[config.mk]
export PLATFORM = sky130hd
export DESIGN_NAME = key_value_config_tokenizer
export DESIGN_NICKNAME = d
export VERILOG_FILES = /design/src/sv/kvct_pkg.sv /design/src/sv/kvct_lexer.sv /design/src/sv/kvct_out_buf.sv /design/src/sv/key_value_config_tokenizer.sv
export VERILOG_INCLUDE_DIRS = /design/src /design/src/sv
export SDC_FILE = /design/constraint.sdc
export NUM_CORES = 1
export LEC_CHECK = 0
export BUFFER_PORTS_ARGS = -buffer_cell sky130_fd_sc_hd__buf_2
export CAP_MARGIN = 20
export CORE_AREA = 2 2 79 81
export DETAILED_ROUTE_END_ITERATION = 10
export DIE_AREA = 0 0 81 83
export MAX_ROUTING_LAYER = met4
export PLACE_DENSITY = 0.47
export SYNTH_ARGS = -nofsm -noshare
export SYNTH_HDL_FRONTEND = slang
export SYNTH_SLANG_ARGS = --single-unit
[constraint.sdc]
create_clock -name clk -period 6.6 [get_ports clk]
set_input_delay 1.32 -clock clk [delete_from_list [all_inputs] [get_ports clk]]
set_output_delay 1.32 -clock clk [all_outputs]
set_load 0.005 [all_outputs]
[src/sv/key_value_config_tokenizer_macros.svh]
// Assertion macros for the tokenizer.
`ifndef KEY_VALUE_CONFIG_TOKENIZER_MACROS_SVH
`define KEY_VALUE_CONFIG_TOKENIZER_MACROS_SVH

// Same-cycle implication.
`define KVCT_ASSERT_IMPL(label, clk, rst_n, ante, cons, msg) \
	label: assert property (@(posedge clk) disable iff (!rst_n) (ante) |-> (cons)) \
		else $error(msg);

// Next-cycle implication.
`define KVCT_ASSERT_NEXT(label, clk, rst_n, ante, cons, msg) \
	label: assert property (@(posedge clk) disable iff (!rst_n) (ante) |=> (cons)) \
		else $error(msg);

`endif

[src/sv/kvct_pkg.sv]
package kvct_pkg;

	localparam int unsigned ModeW = 3;

	localparam logic [ModeW-1:0] MODE_IDLE    = 3'd0;
	localparam logic [ModeW-1:0] MODE_COMMENT = 3'd1;
	localparam logic [ModeW-1:0] MODE_BARE    = 3'd2;
	localparam logic [ModeW-1:0] MODE_QUOTED  = 3'd3;
	localparam logic [ModeW-1:0] MODE_ESCAPE  = 3'd4;

	localparam logic [7:0] CH_HASH   = 8'h23;
	localparam logic [7:0] CH_EQUAL  = 8'h3D;
	localparam logic [7:0] CH_UNDER  = 8'h5F;
	localparam logic [7:0] CH_CR     = 8'h0D;
	localparam logic [7:0] CH_LF     = 8'h0A;
	localparam logic [7:0] CH_DQUOTE = 8'h22;
	localparam logic [7:0] CH_SQUOTE = 8'h27;
	localparam logic [7:0] CH_BSLASH = 8'h5C;

	localparam logic KIND_CHAR = 1'b0;
	localparam logic KIND_END  = 1'b1;

	typedef struct packed {
		logic       item_kind;
		logic [7:0] token_char;
		logic       token_role;
		logic       pair_done;
		logic       aborted;
	} kvct_result_t;

	function automatic logic is_token_byte(input logic [7:0] c);
		is_token_byte = (c >= 8'h30 && c <= 8'h39) || (c >= 8'h41 && c <= 8'h5A) ||
			(c >= 8'h61 && c <= 8'h7A) || (c == CH_UNDER);
	endfunction

endpackage

[src/sv/kvct_lexer.sv]
module kvct_lexer (
	input  logic                 clk,
	input  logic                 arst_n,
	input  logic                 accept,
	input  logic [7:0]           text_byte,
	input  logic                 end_of_text,
	output logic                 res_valid,
	output kvct_pkg::kvct_result_t res
);
	import kvct_pkg::*;

	logic [ModeW-1:0] mode_q, mode_d;
	logic             ev_q, ev_d;
	logic             tok;

	always_ff @(posedge clk or negedge arst_n) begin
		if (!arst_n) begin
			mode_q <= MODE_IDLE;
			ev_q   <= 1'b0;
		end else if (accept) begin
			mode_q <= mode_d;
			ev_q   <= ev_d;
		end
	end

	always_comb begin
		tok       = is_token_byte(text_byte);
		mode_d    = mode_q;
		ev_d      = ev_q;
		res_valid = 1'b0;
		res       = '{item_kind: KIND_CHAR, token_char: text_byte, token_role: ev_q,
			pair_done: 1'b0, aborted: 1'b0};
		if (end_of_text) begin
			res.item_kind  = KIND_END;
			res.token_char = 8'h00;
			if (mode_q == MODE_BARE) begin
				res_valid     = 1'b1;
				res.pair_done = ev_q;
			end else if (mode_q == MODE_QUOTED || mode_q == MODE_ESCAPE) begin
				res_valid   = 1'b1;
				res.aborted = 1'b1;
			end
			mode_d = MODE_IDLE;
			ev_d   = 1'b0;
		end else begin
			unique case (mode_q)
				MODE_COMMENT: begin
					if (text_byte == CH_CR || text_byte == CH_LF)
						mode_d = MODE_IDLE;
				end
				MODE_BARE: begin
					res_valid = 1'b1;
					if (!tok) begin
						res.item_kind  = KIND_END;
						res.token_char = 8'h00;
						res.pair_done  = ev_q;
						ev_d           = 1'b0;
						priority if (text_byte == CH_HASH)
							mode_d = MODE_COMMENT;
						else if (text_byte == CH_DQUOTE)
							mode_d = MODE_QUOTED;
						else if (text_byte == CH_EQUAL)
							ev_d = 1'b1;
						else
							mode_d = MODE_IDLE;
					end
				end
				MODE_QUOTED: begin
					priority if (text_byte == CH_DQUOTE) begin
						res_valid      = 1'b1;
						res.item_kind  = KIND_END;
						res.token_char = 8'h00;
						res.pair_done  = ev_q;
						ev_d           = 1'b0;
						mode_d         = MODE_IDLE;
					end else if (text_byte == CH_BSLASH) begin
						mode_d = MODE_ESCAPE;
					end else begin
						res_valid = 1'b1;
					end
				end
				MODE_ESCAPE: begin
					res_valid = (text_byte == CH_BSLASH) || (text_byte == CH_DQUOTE) ||
						(text_byte == CH_SQUOTE);
					mode_d    = MODE_QUOTED;
				end
				default: begin
					priority if (text_byte == CH_HASH)
						mode_d = MODE_COMMENT;
					else if (text_byte == CH_DQUOTE)
						mode_d = MODE_QUOTED;
					else if (text_byte == CH_EQUAL)
						ev_d = 1'b1;
					else if (tok) begin
						mode_d    = MODE_BARE;
						res_valid = 1'b1;
					end else
						mode_d = MODE_IDLE;
				end
			endcase
		end
	end

endmodule

[src/sv/kvct_out_buf.sv]
module kvct_out_buf (
	input  logic                   clk,
	input  logic                   arst_n,
	input  logic                   push,
	input  kvct_pkg::kvct_result_t push_word,
	output logic                   full,
	output logic                   out_valid,
	input  logic                   out_stall,
	output kvct_pkg::kvct_result_t out_word
);
	import kvct_pkg::*;

	logic         main_v_q, skid_v_q;
	kvct_result_t main_q, skid_q;
	logic         pop;

	assign pop       = main_v_q && !out_stall;
	assign full      = skid_v_q;
	assign out_valid = main_v_q;
	assign out_word  = main_q;

	always_ff @(posedge clk or negedge arst_n) begin
		if (!arst_n) begin
			main_v_q <= 1'b0;
			skid_v_q <= 1'b0;
		end else if (skid_v_q) begin
			if (pop)
				skid_v_q <= 1'b0;
		end else if (push) begin
			if (main_v_q && !pop)
				skid_v_q <= 1'b1;
			else
				main_v_q <= 1'b1;
		end else if (pop) begin
			main_v_q <= 1'b0;
		end
	end

	always_ff @(posedge clk) begin
		if (skid_v_q) begin
			if (pop)
				main_q <= skid_q;
		end else if (push) begin
			if (main_v_q && !pop)
				skid_q <= push_word;
			else
				main_q <= push_word;
		end
	end

endmodule

[src/sv/key_value_config_tokenizer.sv]
// A result word is formed combinationally from its accepted input word and is registered in the output buffer first.
// Throughput: one input word per cycle while in_stall is low; the lexer state updates on each accepted word.
// A two-entry output buffer keeps input flowing while one result waits to be taken.
// Reset (arst_n low, asynchronous): lexer idle, expecting a name, output buffer empty.
`include "key_value_config_tokenizer_macros.svh"

module key_value_config_tokenizer (
	input  logic       clk,
	input  logic       arst_n,
	input  logic       in_valid,
	output logic       in_stall,
	input  logic [7:0] text_byte,
	input  logic       end_of_text,
	output logic       out_valid,
	input  logic       out_stall,
	output logic       item_kind,
	output logic [7:0] token_char,
	output logic       token_role,
	output logic       pair_done,
	output logic       aborted
);
	import kvct_pkg::*;

	logic         accept;
	logic         res_valid;
	kvct_result_t res, out_word;

	assign accept = in_valid && !in_stall;

	kvct_lexer u_lexer (
		.clk        (clk),
		.arst_n     (arst_n),
		.accept     (accept),
		.text_byte  (text_byte),
		.end_of_text(end_of_text),
		.res_valid  (res_valid),
		.res        (res)
	);

	kvct_out_buf u_out_buf (
		.clk       (clk),
		.arst_n    (arst_n),
		.push      (accept && res_valid),
		.push_word (res),
		.full      (in_stall),
		.out_valid (out_valid),
		.out_stall (out_stall),
		.out_word  (out_word)
	);

	assign item_kind  = out_word.item_kind;
	assign token_char = out_word.token_char;
	assign token_role = out_word.token_role;
	assign pair_done  = out_word.pair_done;
	assign aborted    = out_word.aborted;

	`KVCT_ASSERT_IMPL(a_skid_implies_main, clk, arst_n, in_stall, out_valid, "skid full with main empty")
	`KVCT_ASSERT_IMPL(a_char_no_flags, clk, arst_n, out_valid && item_kind == KIND_CHAR, !pair_done && !aborted, "flags set on char word")
	`KVCT_ASSERT_IMPL(a_abort_no_pair, clk, arst_n, out_valid && aborted, !pair_done && item_kind == KIND_END, "aborted word completes pair")
	`KVCT_ASSERT_IMPL(a_end_char_zero, clk, arst_n, out_valid && item_kind == KIND_END, token_char == 8'h00, "end word carries a character")

endmodule

After elaboration in Yosys (flattened, before gate mapping)
Cells that the tools add are included.
Widths: inputs -> output; s select.
- bitwise logic cells: 1
- div/mod/pow operators: 0
- shifts and indexed selects: 0
- equal/unequal tests: 24
- $mul: 0
- reduce and logical (&&, ||, !) cells: 26
- $lt $le $gt $ge: 6
- mux-type cells: 55
- add/subtract/negate cells: 0
- operator list (cell ; count):
    $mux 12 ; 4
    $mux 3 ; 11
    $eq 8x6->1 const B ; 4
    $mux 1 ; 31
    $mux 9 ; 3
    $pmux 9 s2 ; 1
    $eq 8x4->1 const B ; 2
    $eq 8x7->1 const B ; 2
    $ge 8x7->1 const B ; 2
    $le 8x7->1 const B ; 2
    $pmux 3 s4 ; 1
    $reduce_and 3->1 ; 3
    $ge 8x6->1 const B ; 1
    $le 8x6->1 const B ; 1
    $ne 4x2->1 const B ; 2
    $logic_and 1x1->1 ; 7
    $logic_or 1x1->1 ; 7
    $ne 7x3->1 const B ; 1
    $reduce_and 7->1 ; 1
    $eq 3x2->1 const B ; 2
    $ne 3x3->1 const B ; 2
    $reduce_and 6->1 ; 1
    $ne 5x5->1 const B ; 1
    $ne 2x1->1 const B ; 2
    14 further kinds ; 18
- bits in writable memories: 0
- memory bits (read-only): 0
- memories: 0
- word-level logic and storage cells: 126
- input bits: 13
- bits in latches: 0
- register bits: 30
- output and inout bits: 14

Longest topological paths before layout
Gate-level depths: netlist of the first run.
- word-level depth: 14
- mapped depth: 8
- gate-level depth less buffers: 7

Hierarchy
A second synthesis of the first run with hierarchy kept.
- cell total of the unflattened synthesis: 144
- area total of the unflattened synthesis: 1735.4 um^2
- modules (own cells, without submodules) (module ; area an instance (um^2) ; times used ; cells an instance ; sequential area each (um^2)):
    kvct_out_buf ; 1011.0 ; 1 ; 50 ; 770.7
    kvct_lexer ; 709.4 ; 1 ; 92 ; 100.1
    key_value_config_tokenizer ; 15.0 ; 1 ; 2 ; 0.0

Least setup slack after synthesis of the first run
Ideal clock, no wire load.
- kind: input to register
- start: input port text_byte[7]
- end: register u_out_buf.main_q (netlist bit u_out_buf.out_word[0]) (enable)
- library setup time: 0.399 ns
- path slack: 2.712 ns
- buffers on the path: 0
- arrival: 3.489 ns
- stages on the path: 6
- required time: 6.201 ns
- cells stage by stage: or3b_4 or3_4 a21oi_4 o221a_2 nand2_1 a21boi_0
- longest elaborated chain between the ends: 14
- elaborated cells between the ends (all ways): 31
- those cells by class: order compare: 6; eq/ne: 6; mux: 8; reduce/logical: 11
- RTL lines (what ; RTL line ; RTL):
    start, declared ; key_value_config_tokenizer.sv:12 ; input logic [7:0] text_byte,
    $ge 8x6->1 (tied with other cells) ; kvct_pkg.sv:32 ; is_token_byte = (c >= 8'h30 && c <= 8'h39) || (c >= 8'h41 && c <= 8'h5A) ||
    $logic_and 1x1->1 ; kvct_pkg.sv:32 ;
    $logic_or 1x1->1 (2 in a row) ; kvct_pkg.sv:32 ;
    $logic_or 1x1->1 ; kvct_pkg.sv:33 ; (c >= 8'h61 && c <= 8'h7A) || (c == CH_UNDER);
    $mux 1 ; kvct_lexer.sv:94 ; else if (tok) begin
    $mux 1 ; kvct_lexer.sv:92 ; else if (text_byte == CH_EQUAL)
    $mux 1 ; kvct_lexer.sv:90 ; else if (text_byte == CH_DQUOTE)
    $mux 1 ; kvct_lexer.sv:88 ; priority if (text_byte == CH_HASH)
    $pmux 1 s4 * ; kvct_lexer.sv:46 ; unique case (mode_q)
    $mux 1 * ; kvct_lexer.sv:33 ; if (end_of_text) begin
    $logic_and 1x1->1 * ; key_value_config_tokenizer.sv:43 ; .push (accept && res_valid),
    $reduce_bool 2->1 (no source line) * ; - ;
    $reduce_and 3->1 (no source line) * ; - ;
    end signal, assigned ; kvct_out_buf.sv:42 ; main_q <= skid_q;
    end signal, assigned ; kvct_out_buf.sv:47 ; main_q <= push_word;
    end, declared ; kvct_out_buf.sv:14 ; kvct_result_t main_q, skid_q;
Mark *: on every way between the ends. The rest lies on a longest branch, timed or not.
A chain may end at the register's enable or synchronous reset.

Worst setup path after layout of the first run
- start: input port text_byte[7]
- end: register u_out_buf.skid_q[3] in the netlist's numbering (enable)
- longest elaborated chain between the ends: 13
- elaborated cells between the ends (all ways): 30
- those cells by class: order compare: 6; eq/ne: 6; mux: 8; reduce/logical: 10
- RTL lines (what ; RTL line ; RTL):
    $ge 8x6->1 (tied with other cells) ; kvct_pkg.sv:32 ;
    $logic_and 1x1->1 ; kvct_pkg.sv:32 ;
    $logic_or 1x1->1 (2 in a row) ; kvct_pkg.sv:32 ;
    $logic_or 1x1->1 ; kvct_pkg.sv:33 ;
    $mux 1 ; kvct_lexer.sv:94 ;
    $mux 1 ; kvct_lexer.sv:92 ;
    $mux 1 ; kvct_lexer.sv:90 ;
    $mux 1 ; kvct_lexer.sv:88 ;
    $pmux 1 s4 * ; kvct_lexer.sv:46 ;
    $mux 1 * ; kvct_lexer.sv:33 ;
    $logic_and 1x1->1 * ; key_value_config_tokenizer.sv:43 ;
    $reduce_and 3->1 (no source line) * ; - ;
    end signal, assigned ; kvct_out_buf.sv:45 ; skid_q <= push_word;
    end, declared ; kvct_out_buf.sv:14 ;
Marks and branches as above.

==> impl_metrics.py, run 1 <==
metrics = {
    "power": {
        "ir_drop_mv": 0.0988,
        "power-per-cell-area_nw_per_um2": 281,
        "power_uw": 562,
        "leakage_nw": 0.773,
    },
    "cells_and_area": {
        "num_antenna_cells": 0,
        "final_common_cell": "buf_2",
        "synthToLayoutAreaGrowth_pct": 18.1,
        "mostFrequentLayoutCells": "buf_2, edfxtp_1, nand2_1",
        "nFillCells": 612,
        "nNetsFinal": 194,
        "fin_area_um2": 2000,
        "fin_cells": 257,
        "drive_above_1_share_pct": 32.4,
    },
    "timing": {
        "tns_ns": 0,
        "fin_skew_ns": 0.00693,
        "holdWs_ns": 0.536,
        "min_period_ns": 3.60,
        "final-hold-violation-count": 0,
        "worst_pin_slew_ns": 0.956,
        "final_max_slew_viol_count": 0,
        "setup_viol": 0,
        "slew_headroom_pct": 36.0,
        "fmax_ghz": 0.278,
        "rsz0062_at_grt": "false",
        "fin_crit_sh_pct": 54.5,
    },
    "cts": {
        "cts_root_buffer": "clkbuf_8",
        "cts-hold-fix-buffers": 0,
        "clock_latency_ns": 0.28,
        "post_cts_buffers": 0,
        "cts_tree": "yes",
        "ctsResizeCount": 0,
        "cts_buffers": 5,
        "cts.htree.levels": 2,
        "cts_buffer_depth": 2,
        "cts.sinks": 30,
        "clkSlewWorstSetupHoldPaths_ns": 0.07,
    },
    "worst_setup_path": {
        "cp.arrival_ns": 3.50,
        "path_max_fanout": 12,
        "critical-path-max-stage-delay_ns": 0.74,
        "end_kind": "flop",
        "worstSetupPathType": "in -> reg",
        "worstSetupStartpointType": "input pin",
        "r2r_cells": 6,
        "cp.depth": 7,
        "slowest_stage": "nor2_1",
        "critPathBufInv": 1,
        "worstPathCellList": "buf_2 > or3b_4 > or3_4 > a21oi_4 > o221a_2 > nand2_1 > nor2_1",
        "cp_top_family": "simple AND/OR/NAND/NOR gates",
        "cp_data_required_time_ns": 6.50,
    },
    "die": {
        "die_w_um": 81,
        "rows": 28,
        "num_io_pins": 27,
        "die_y_um": 83,
        "fp.dieArea_um2": 6720,
        "coreArea_um2": 5820,
        "initial_utilization_pct": 29.2,
    },
    "hold_path": {
        "hold_class": "reg -> reg",
        "holdPathStages": 2,
    },
    "run_status": {
        "status": "finished, final reports clean",
    },
    "logic_synthesis": {
        "synth_cell_type_count": 53,
        "ys_seq_elements": 30,
        "yosysWarnings": 0,
        "avgSynthCellArea_um2": 11.0,
        "syn_inst": 154,
        "netlist_area_um2": 1700,
        "ys_seq_area_share_pct": 51.3,
        "syn_nets": 167,
    },
    "grt": {
        "grt_pass1_vias": 1245,
        "grt_pass1_wl_um": 6380,
        "gr-total-overflow": 0,
        "grt.total_usage_pct": 12.7,
        "grt_antenna_before_repair": 0,
        "grt_max_degree": 22,
    },
    "routing": {
        "post_drt_wl_per_cell_um": 14.4,
        "ant_nets": 0,
        "vias": 1285,
        "viasPerCell": 5.00,
        "drcViolationCount": 0,
        "drt_iter0_markers": 73,
        "wl_um": 3690,
        "drt-pass1-iter-count": 6,
    },
    "place": {
        "port_buffers": 26,
        "place_area_um2": 1890,
        "dp_hpwl_um": 2730,
        "dp_cells": 248,
        "gp_congestion": 0.882,
    },
    "flow_run": {
        "maxCapViolCount": 0,
    },
}
cells in the mapped netlist, drive strengths merged:
master | number | area [µm²]
or4 | 1 | 7.51
o221ai | 1 | 15.0
o311ai | 1 | 8.76
or2b | 1 | 7.51
dfrtp | 6 | 150
and4 | 1 | 8.76
o31a | 1 | 8.76
buf | 3 | 17.5
nand2 | 14 | 52.6
nor4 | 1 | 12.5
or3 | 1 | 11.3
o2bb2ai | 1 | 8.76
a21boi | 1 | 7.51
a21o | 1 | 7.51
a22o | 1 | 8.76
a21oi | 9 | 60.1
edfxtp | 24 | 721
mux2 | 9 | 101
inv | 5 | 18.8
or2 | 3 | 18.8
a221o | 1 | 10.0
nand2b | 7 | 43.8
a211o | 1 | 8.76
nand3b | 1 | 7.51
nand3 | 3 | 15.0
clkbuf | 4 | 15.0
o21ai | 8 | 40.0
nor2b | 3 | 18.8
o211ai | 2 | 15.0
nor2 | 11 | 48.8
a2bb2oi | 1 | 15.0
nand4bb | 2 | 22.5
a31oi | 1 | 6.26
o22ai | 1 | 6.26
and2 | 7 | 45.1
or3b | 4 | 37.5
nor3 | 3 | 15.0
o32a | 1 | 10.0
o21a | 3 | 22.5
o31ai | 1 | 7.51
o221a | 1 | 11.3
o311a | 1 | 10.0
and3 | 2 | 12.5
path summary, 6_finish.rpt:
path                                      from               endpoint  slack (ns)
setup reg to reg             u_lexer.mode_q[1]    u_out_buf.skid_q[3]        4.17
max in group asynchronous               arst_n         u_out_buf.full        5.60
setup / recovery                  text_byte[7]    u_out_buf.skid_q[3]        3.00
hold / removal             u_out_buf.skid_q[8]  u_out_buf.out_word[8]        0.54
hold reg to reg            u_out_buf.skid_q[8]  u_out_buf.out_word[8]        0.54
min in group asynchronous               arst_n           u_lexer.ev_q        0.86
tightest hold or removal path, stage by stage (launching register included):
cell and delay (ns):
edfxtp_1 0.33, nand2_1 0.05, o21ai_0 0.06
cell type report:
class / instances / area [µm²] / share of cell area, %
Clock buffer: 5 / 68.8 / 3.43
Inverter: 5 / 18.8 / 0.936
Tap cell: 75 / 93.8 / 4.68
Multi-Input combinational cell: 112 / 774 / 38.6
Clock inverter: 3 / 40.0 / 2.00
Timing Repair Buffer: 27 / 138 / 6.87
Sequential cell: 30 / 871 / 43.4
where the power goes:
group | internal [mW] | switching, mW | leakage (nW)
clock network | 0.111 | 0.0677 | 0.0579
logic | 0.0621 | 0.0548 | 0.410
registers | 0.235 | 0.0321 | 0.305
total | 0.408 | 0.155 | 0.773
kinds of logic after synthesis:
kind of cell           count (synthesis)  synth area share [%]
AND/OR/NAND/NOR                       65                  22.7
multiplexers                           9                  5.97
flip-flops                            30                  51.3
AO/OA/AOI/OAI                         38                  17.0
buffers and inverters                 12                  3.02
layer usage:
layer / vias up / routed length (µm) / part of all wire (%) / global-route usage [%]
met5: - / 0 / 0 / -
met4: 0 / 85 / 2.3 / 6.16
met3: 7 / 180 / 4.9 / 3.04
met2: 40 / 1670 / 45 / 17.6
met1: 612 / 1760 / 48 / 17.3
li1: 626 / - / - / -
through the flow:
step | utilization, % | setup WS [ns]
after floorplan | - | 2.71
after global placement | 32.5 | 2.70
after detailed placement | 32.5 | 2.55
after CTS | 34.3 | 2.84
after global routing | 34.5 | 2.77
final | 34.5 | 3.00
sequential cells by signal, indices dropped and copies added, names as in the netlist:
signal               count
u_out_buf.skid_q        12
u_out_buf.full           1
u_lexer.mode_q           3
u_out_buf.out_word      12
u_out_buf.out_valid      1
u_lexer.ev_q             1
Power figures use the tool's default switching activity.
==> inputs of run 2 (changes only) <==
ABC_AREA = 1   (was unset)
CORE_AREA = 2 2 78 80   (was 2 2 79 81)
DIE_AREA = 0 0 80 82   (was 0 0 81 83)
PLACE_DENSITY = 0.48   (was 0.47)
clock period = 3.71 ns   (was 6.6 ns; I/O delays follow)
==> run 2 against run 1 <==
Against the previous run: via count grew 4.9%; sequential cell count unchanged; core utilization decreased by 0.36 points; sequential share of layout area increased by 1.0 points; final area is 2.2% lower; largest cell class unchanged.
==> impl_metrics.py, run 2 <==
metrics = {
    "cells_and_area": {
        "num_antenna_cells": 0,
        "final_common_cell": "nand2_1",
        "fin_cells": 314,
        "seq_area_um2": 871,
        "mostFrequentLayoutCells": "nand2_1, inv_1, buf_2",
        "multi_input_area_um2": 671,
        "fin_area_um2": 1960,
        "drive_above_1_share_pct": 20.1,
        "nNetsFinal": 251,
        "synthToLayoutAreaGrowth_pct": 17.7,
        "nFillCells": 635,
    },
    "timing": {
        "tns_ns": 0,
        "setup_ws_ns": 1.37,
        "rsz0062_at_grt": "false",
        "slew_headroom_pct": 65.7,
        "fmax_ghz": 0.428,
        "min_period_ns": 2.34,
        "final-hold-violation-count": 0,
        "setup_viol": 0,
        "fin_crit_sh_pct": 63.0,
        "fin_skew_ns": 0.00953,
        "worst_pin_slew_ns": 0.514,
        "final_max_slew_viol_count": 0,
    },
    "cts": {
        "post_cts_buffers": 0,
        "clkSlewWorstSetupHoldPaths_ns": 0.06,
        "cts_tree": "yes",
        "cts_root_buffer": "clkbuf_8",
        "cts-hold-fix-buffers": 0,
        "clock_latency_ns": 0.28,
        "cts_buffers": 5,
        "cts.sinks": 30,
        "cts_buffer_depth": 2,
        "ctsResizeCount": 0,
        "cts.htree.levels": 2,
    },
    "logic_synthesis": {
        "synth_ff_type": "edfxtp_1",
        "synthArstFlopShare_pct": 20.0,
        "netlist_area_um2": 1670,
        "synth.most_common_cell": "nand2_1",
        "synth_area_leaders": "edfxtp_1, nand2_1, dfrtp_1, inv_1, nand3_1",
        "ys_seq_area_share_pct": 52.3,
        "yosysWarnings": 0,
        "ys_seq_elements": 30,
        "syn_nets": 220,
        "synth_cell_type_count": 22,
        "synth_top_area_share_pct": 43.3,
        "synth_area_leader_cell": "edfxtp_1",
        "synth_edf_count": 24,
        "avgSynthCellArea_um2": 8.05,
        "syn_inst": 207,
        "synthTopCellsByCount": "nand2_1, inv_1, edfxtp_1, nand3_1, nor2_1",
    },
    "grt": {
        "grt_max_degree": 22,
        "grt.total_usage_pct": 12.4,
        "grt_antenna_before_repair": 0,
        "gr-total-overflow": 0,
        "grt_pass1_wl_um": 6040,
        "grt_pass1_vias": 1342,
    },
    "worst_setup_path": {
        "worstSetupStartpointType": "input pin",
        "cp.arrival_ns": 2.25,
        "cp_data_required_time_ns": 3.62,
        "end_kind": "flop",
        "path_max_fanout": 12,
        "worstSetupPathType": "in -> reg",
    },
    "die": {
        "rows": 28,
        "coreArea_um2": 5750,
        "die_w_um": 80,
        "fp.dieArea_um2": 6560,
        "initial_utilization_pct": 29.0,
        "die_y_um": 82,
        "num_io_pins": 27,
    },
    "power": {
        "power-per-cell-area_nw_per_um2": 515,
        "leakage_nw": 0.955,
        "ir_drop_mv": 0.157,
    },
    "place": {
        "dp_hpwl_um": 2730,
        "port_buffers": 26,
        "gp_congestion": 0.870,
        "dp_slack_ns": 1.06,
        "dp_cells": 306,
        "place_area_um2": 1880,
    },
    "routing": {
        "vias": 1348,
        "drt-pass1-iter-count": 4,
        "viasPerCell": 4.29,
        "post_drt_wl_per_cell_um": 11.0,
        "drcViolationCount": 0,
        "drt_iter0_markers": 67,
        "wl_um": 3450,
        "ant_nets": 0,
    },
    "run_status": {
        "status": "finished, final reports clean",
    },
    "hold_path": {
        "hold_class": "in -> async",
    },
    "flow_run": {
        "maxCapViolCount": 0,
    },
}
==> run 2: final cells by class <==
cell class	count	area share, %
Clock inverter	2	0.447
Clock buffer	6	3.70
Multi-Input combinational cell	146	34.2
Sequential cell	30	44.4
Inverter	28	5.36
Timing Repair Buffer	27	7.02
Tap cell	75	4.79
==> run 2: stage by stage <==
stage	utilization (%)	hold slack [ns]	total power, mW
after floorplan	-	0.446	0.670
after global placement	32.7	0.475	0.777
after detailed placement	32.7	0.476	0.776
after CTS	34.1	0.277	1.02
after global routing	34.1	0.279	1.09
final	34.1	0.276	1.01
==> run 2: critical path, cell delays in order <==
cell and delay [ns]:
buf_2 0.11, inv_1 0.13, nand2_1 0.08, nor2_2 0.16, nand3_2 0.16, nand3_1 0.11
nand2_1 0.05, nand2_1 0.07, nand2_1 0.05, nand2_1 0.07, nand3_1 0.10, nand2_1 0.41
==> run 2: path summary, 6_finish.rpt <==
| path | from | to | slack, ns | depth (start not counted) |
|---|---|---|---|---|
| max | text_byte[6] | u_out_buf.out_word[6] | 1.37 | 12 |
| min | arst_n | u_lexer.mode_q[1] | 0.28 | 1 |
| max reg2reg | u_lexer.mode_q[0] | u_out_buf.out_word[6] | 1.47 | 9 |
| min reg2reg | u_lexer.mode_q[2] | u_lexer.mode_q[2] | 0.50 | 2 |
| max in group asynchronous | arst_n | u_out_buf.full | 3.29 | 1 |
| min in group clk | u_lexer.mode_q[2] | u_lexer.mode_q[2] | 0.50 | 2 |
==> run 2: kinds of logic after synthesis <==
family / count (synthesis) / synth area share [%]
AND/OR/NAND/NOR: 129 / 34.3
buffers and inverters: 31 / 7.44
flip-flops: 30 / 52.3
AO/OA/AOI/OAI: 17 / 5.94
==> run 2: power by group <==
group,leakage (nW),internal [mW],switching (mW)
Sequential,0.303,0.445,0.0208
Combinational,0.609,0.100,0.195
Clock,0.0426,0.129,0.119
Total,0.955,0.674,0.335
==> run 2: metal layers <==
metal  part of all wire, %  vias up  GRT usage, %
li1                      -      730             -
met1                    45      579          13.7
met2                    48       33          20.9
met3                   4.1        6          2.31
met4                   2.7        0          7.46
met5                     0        -             -
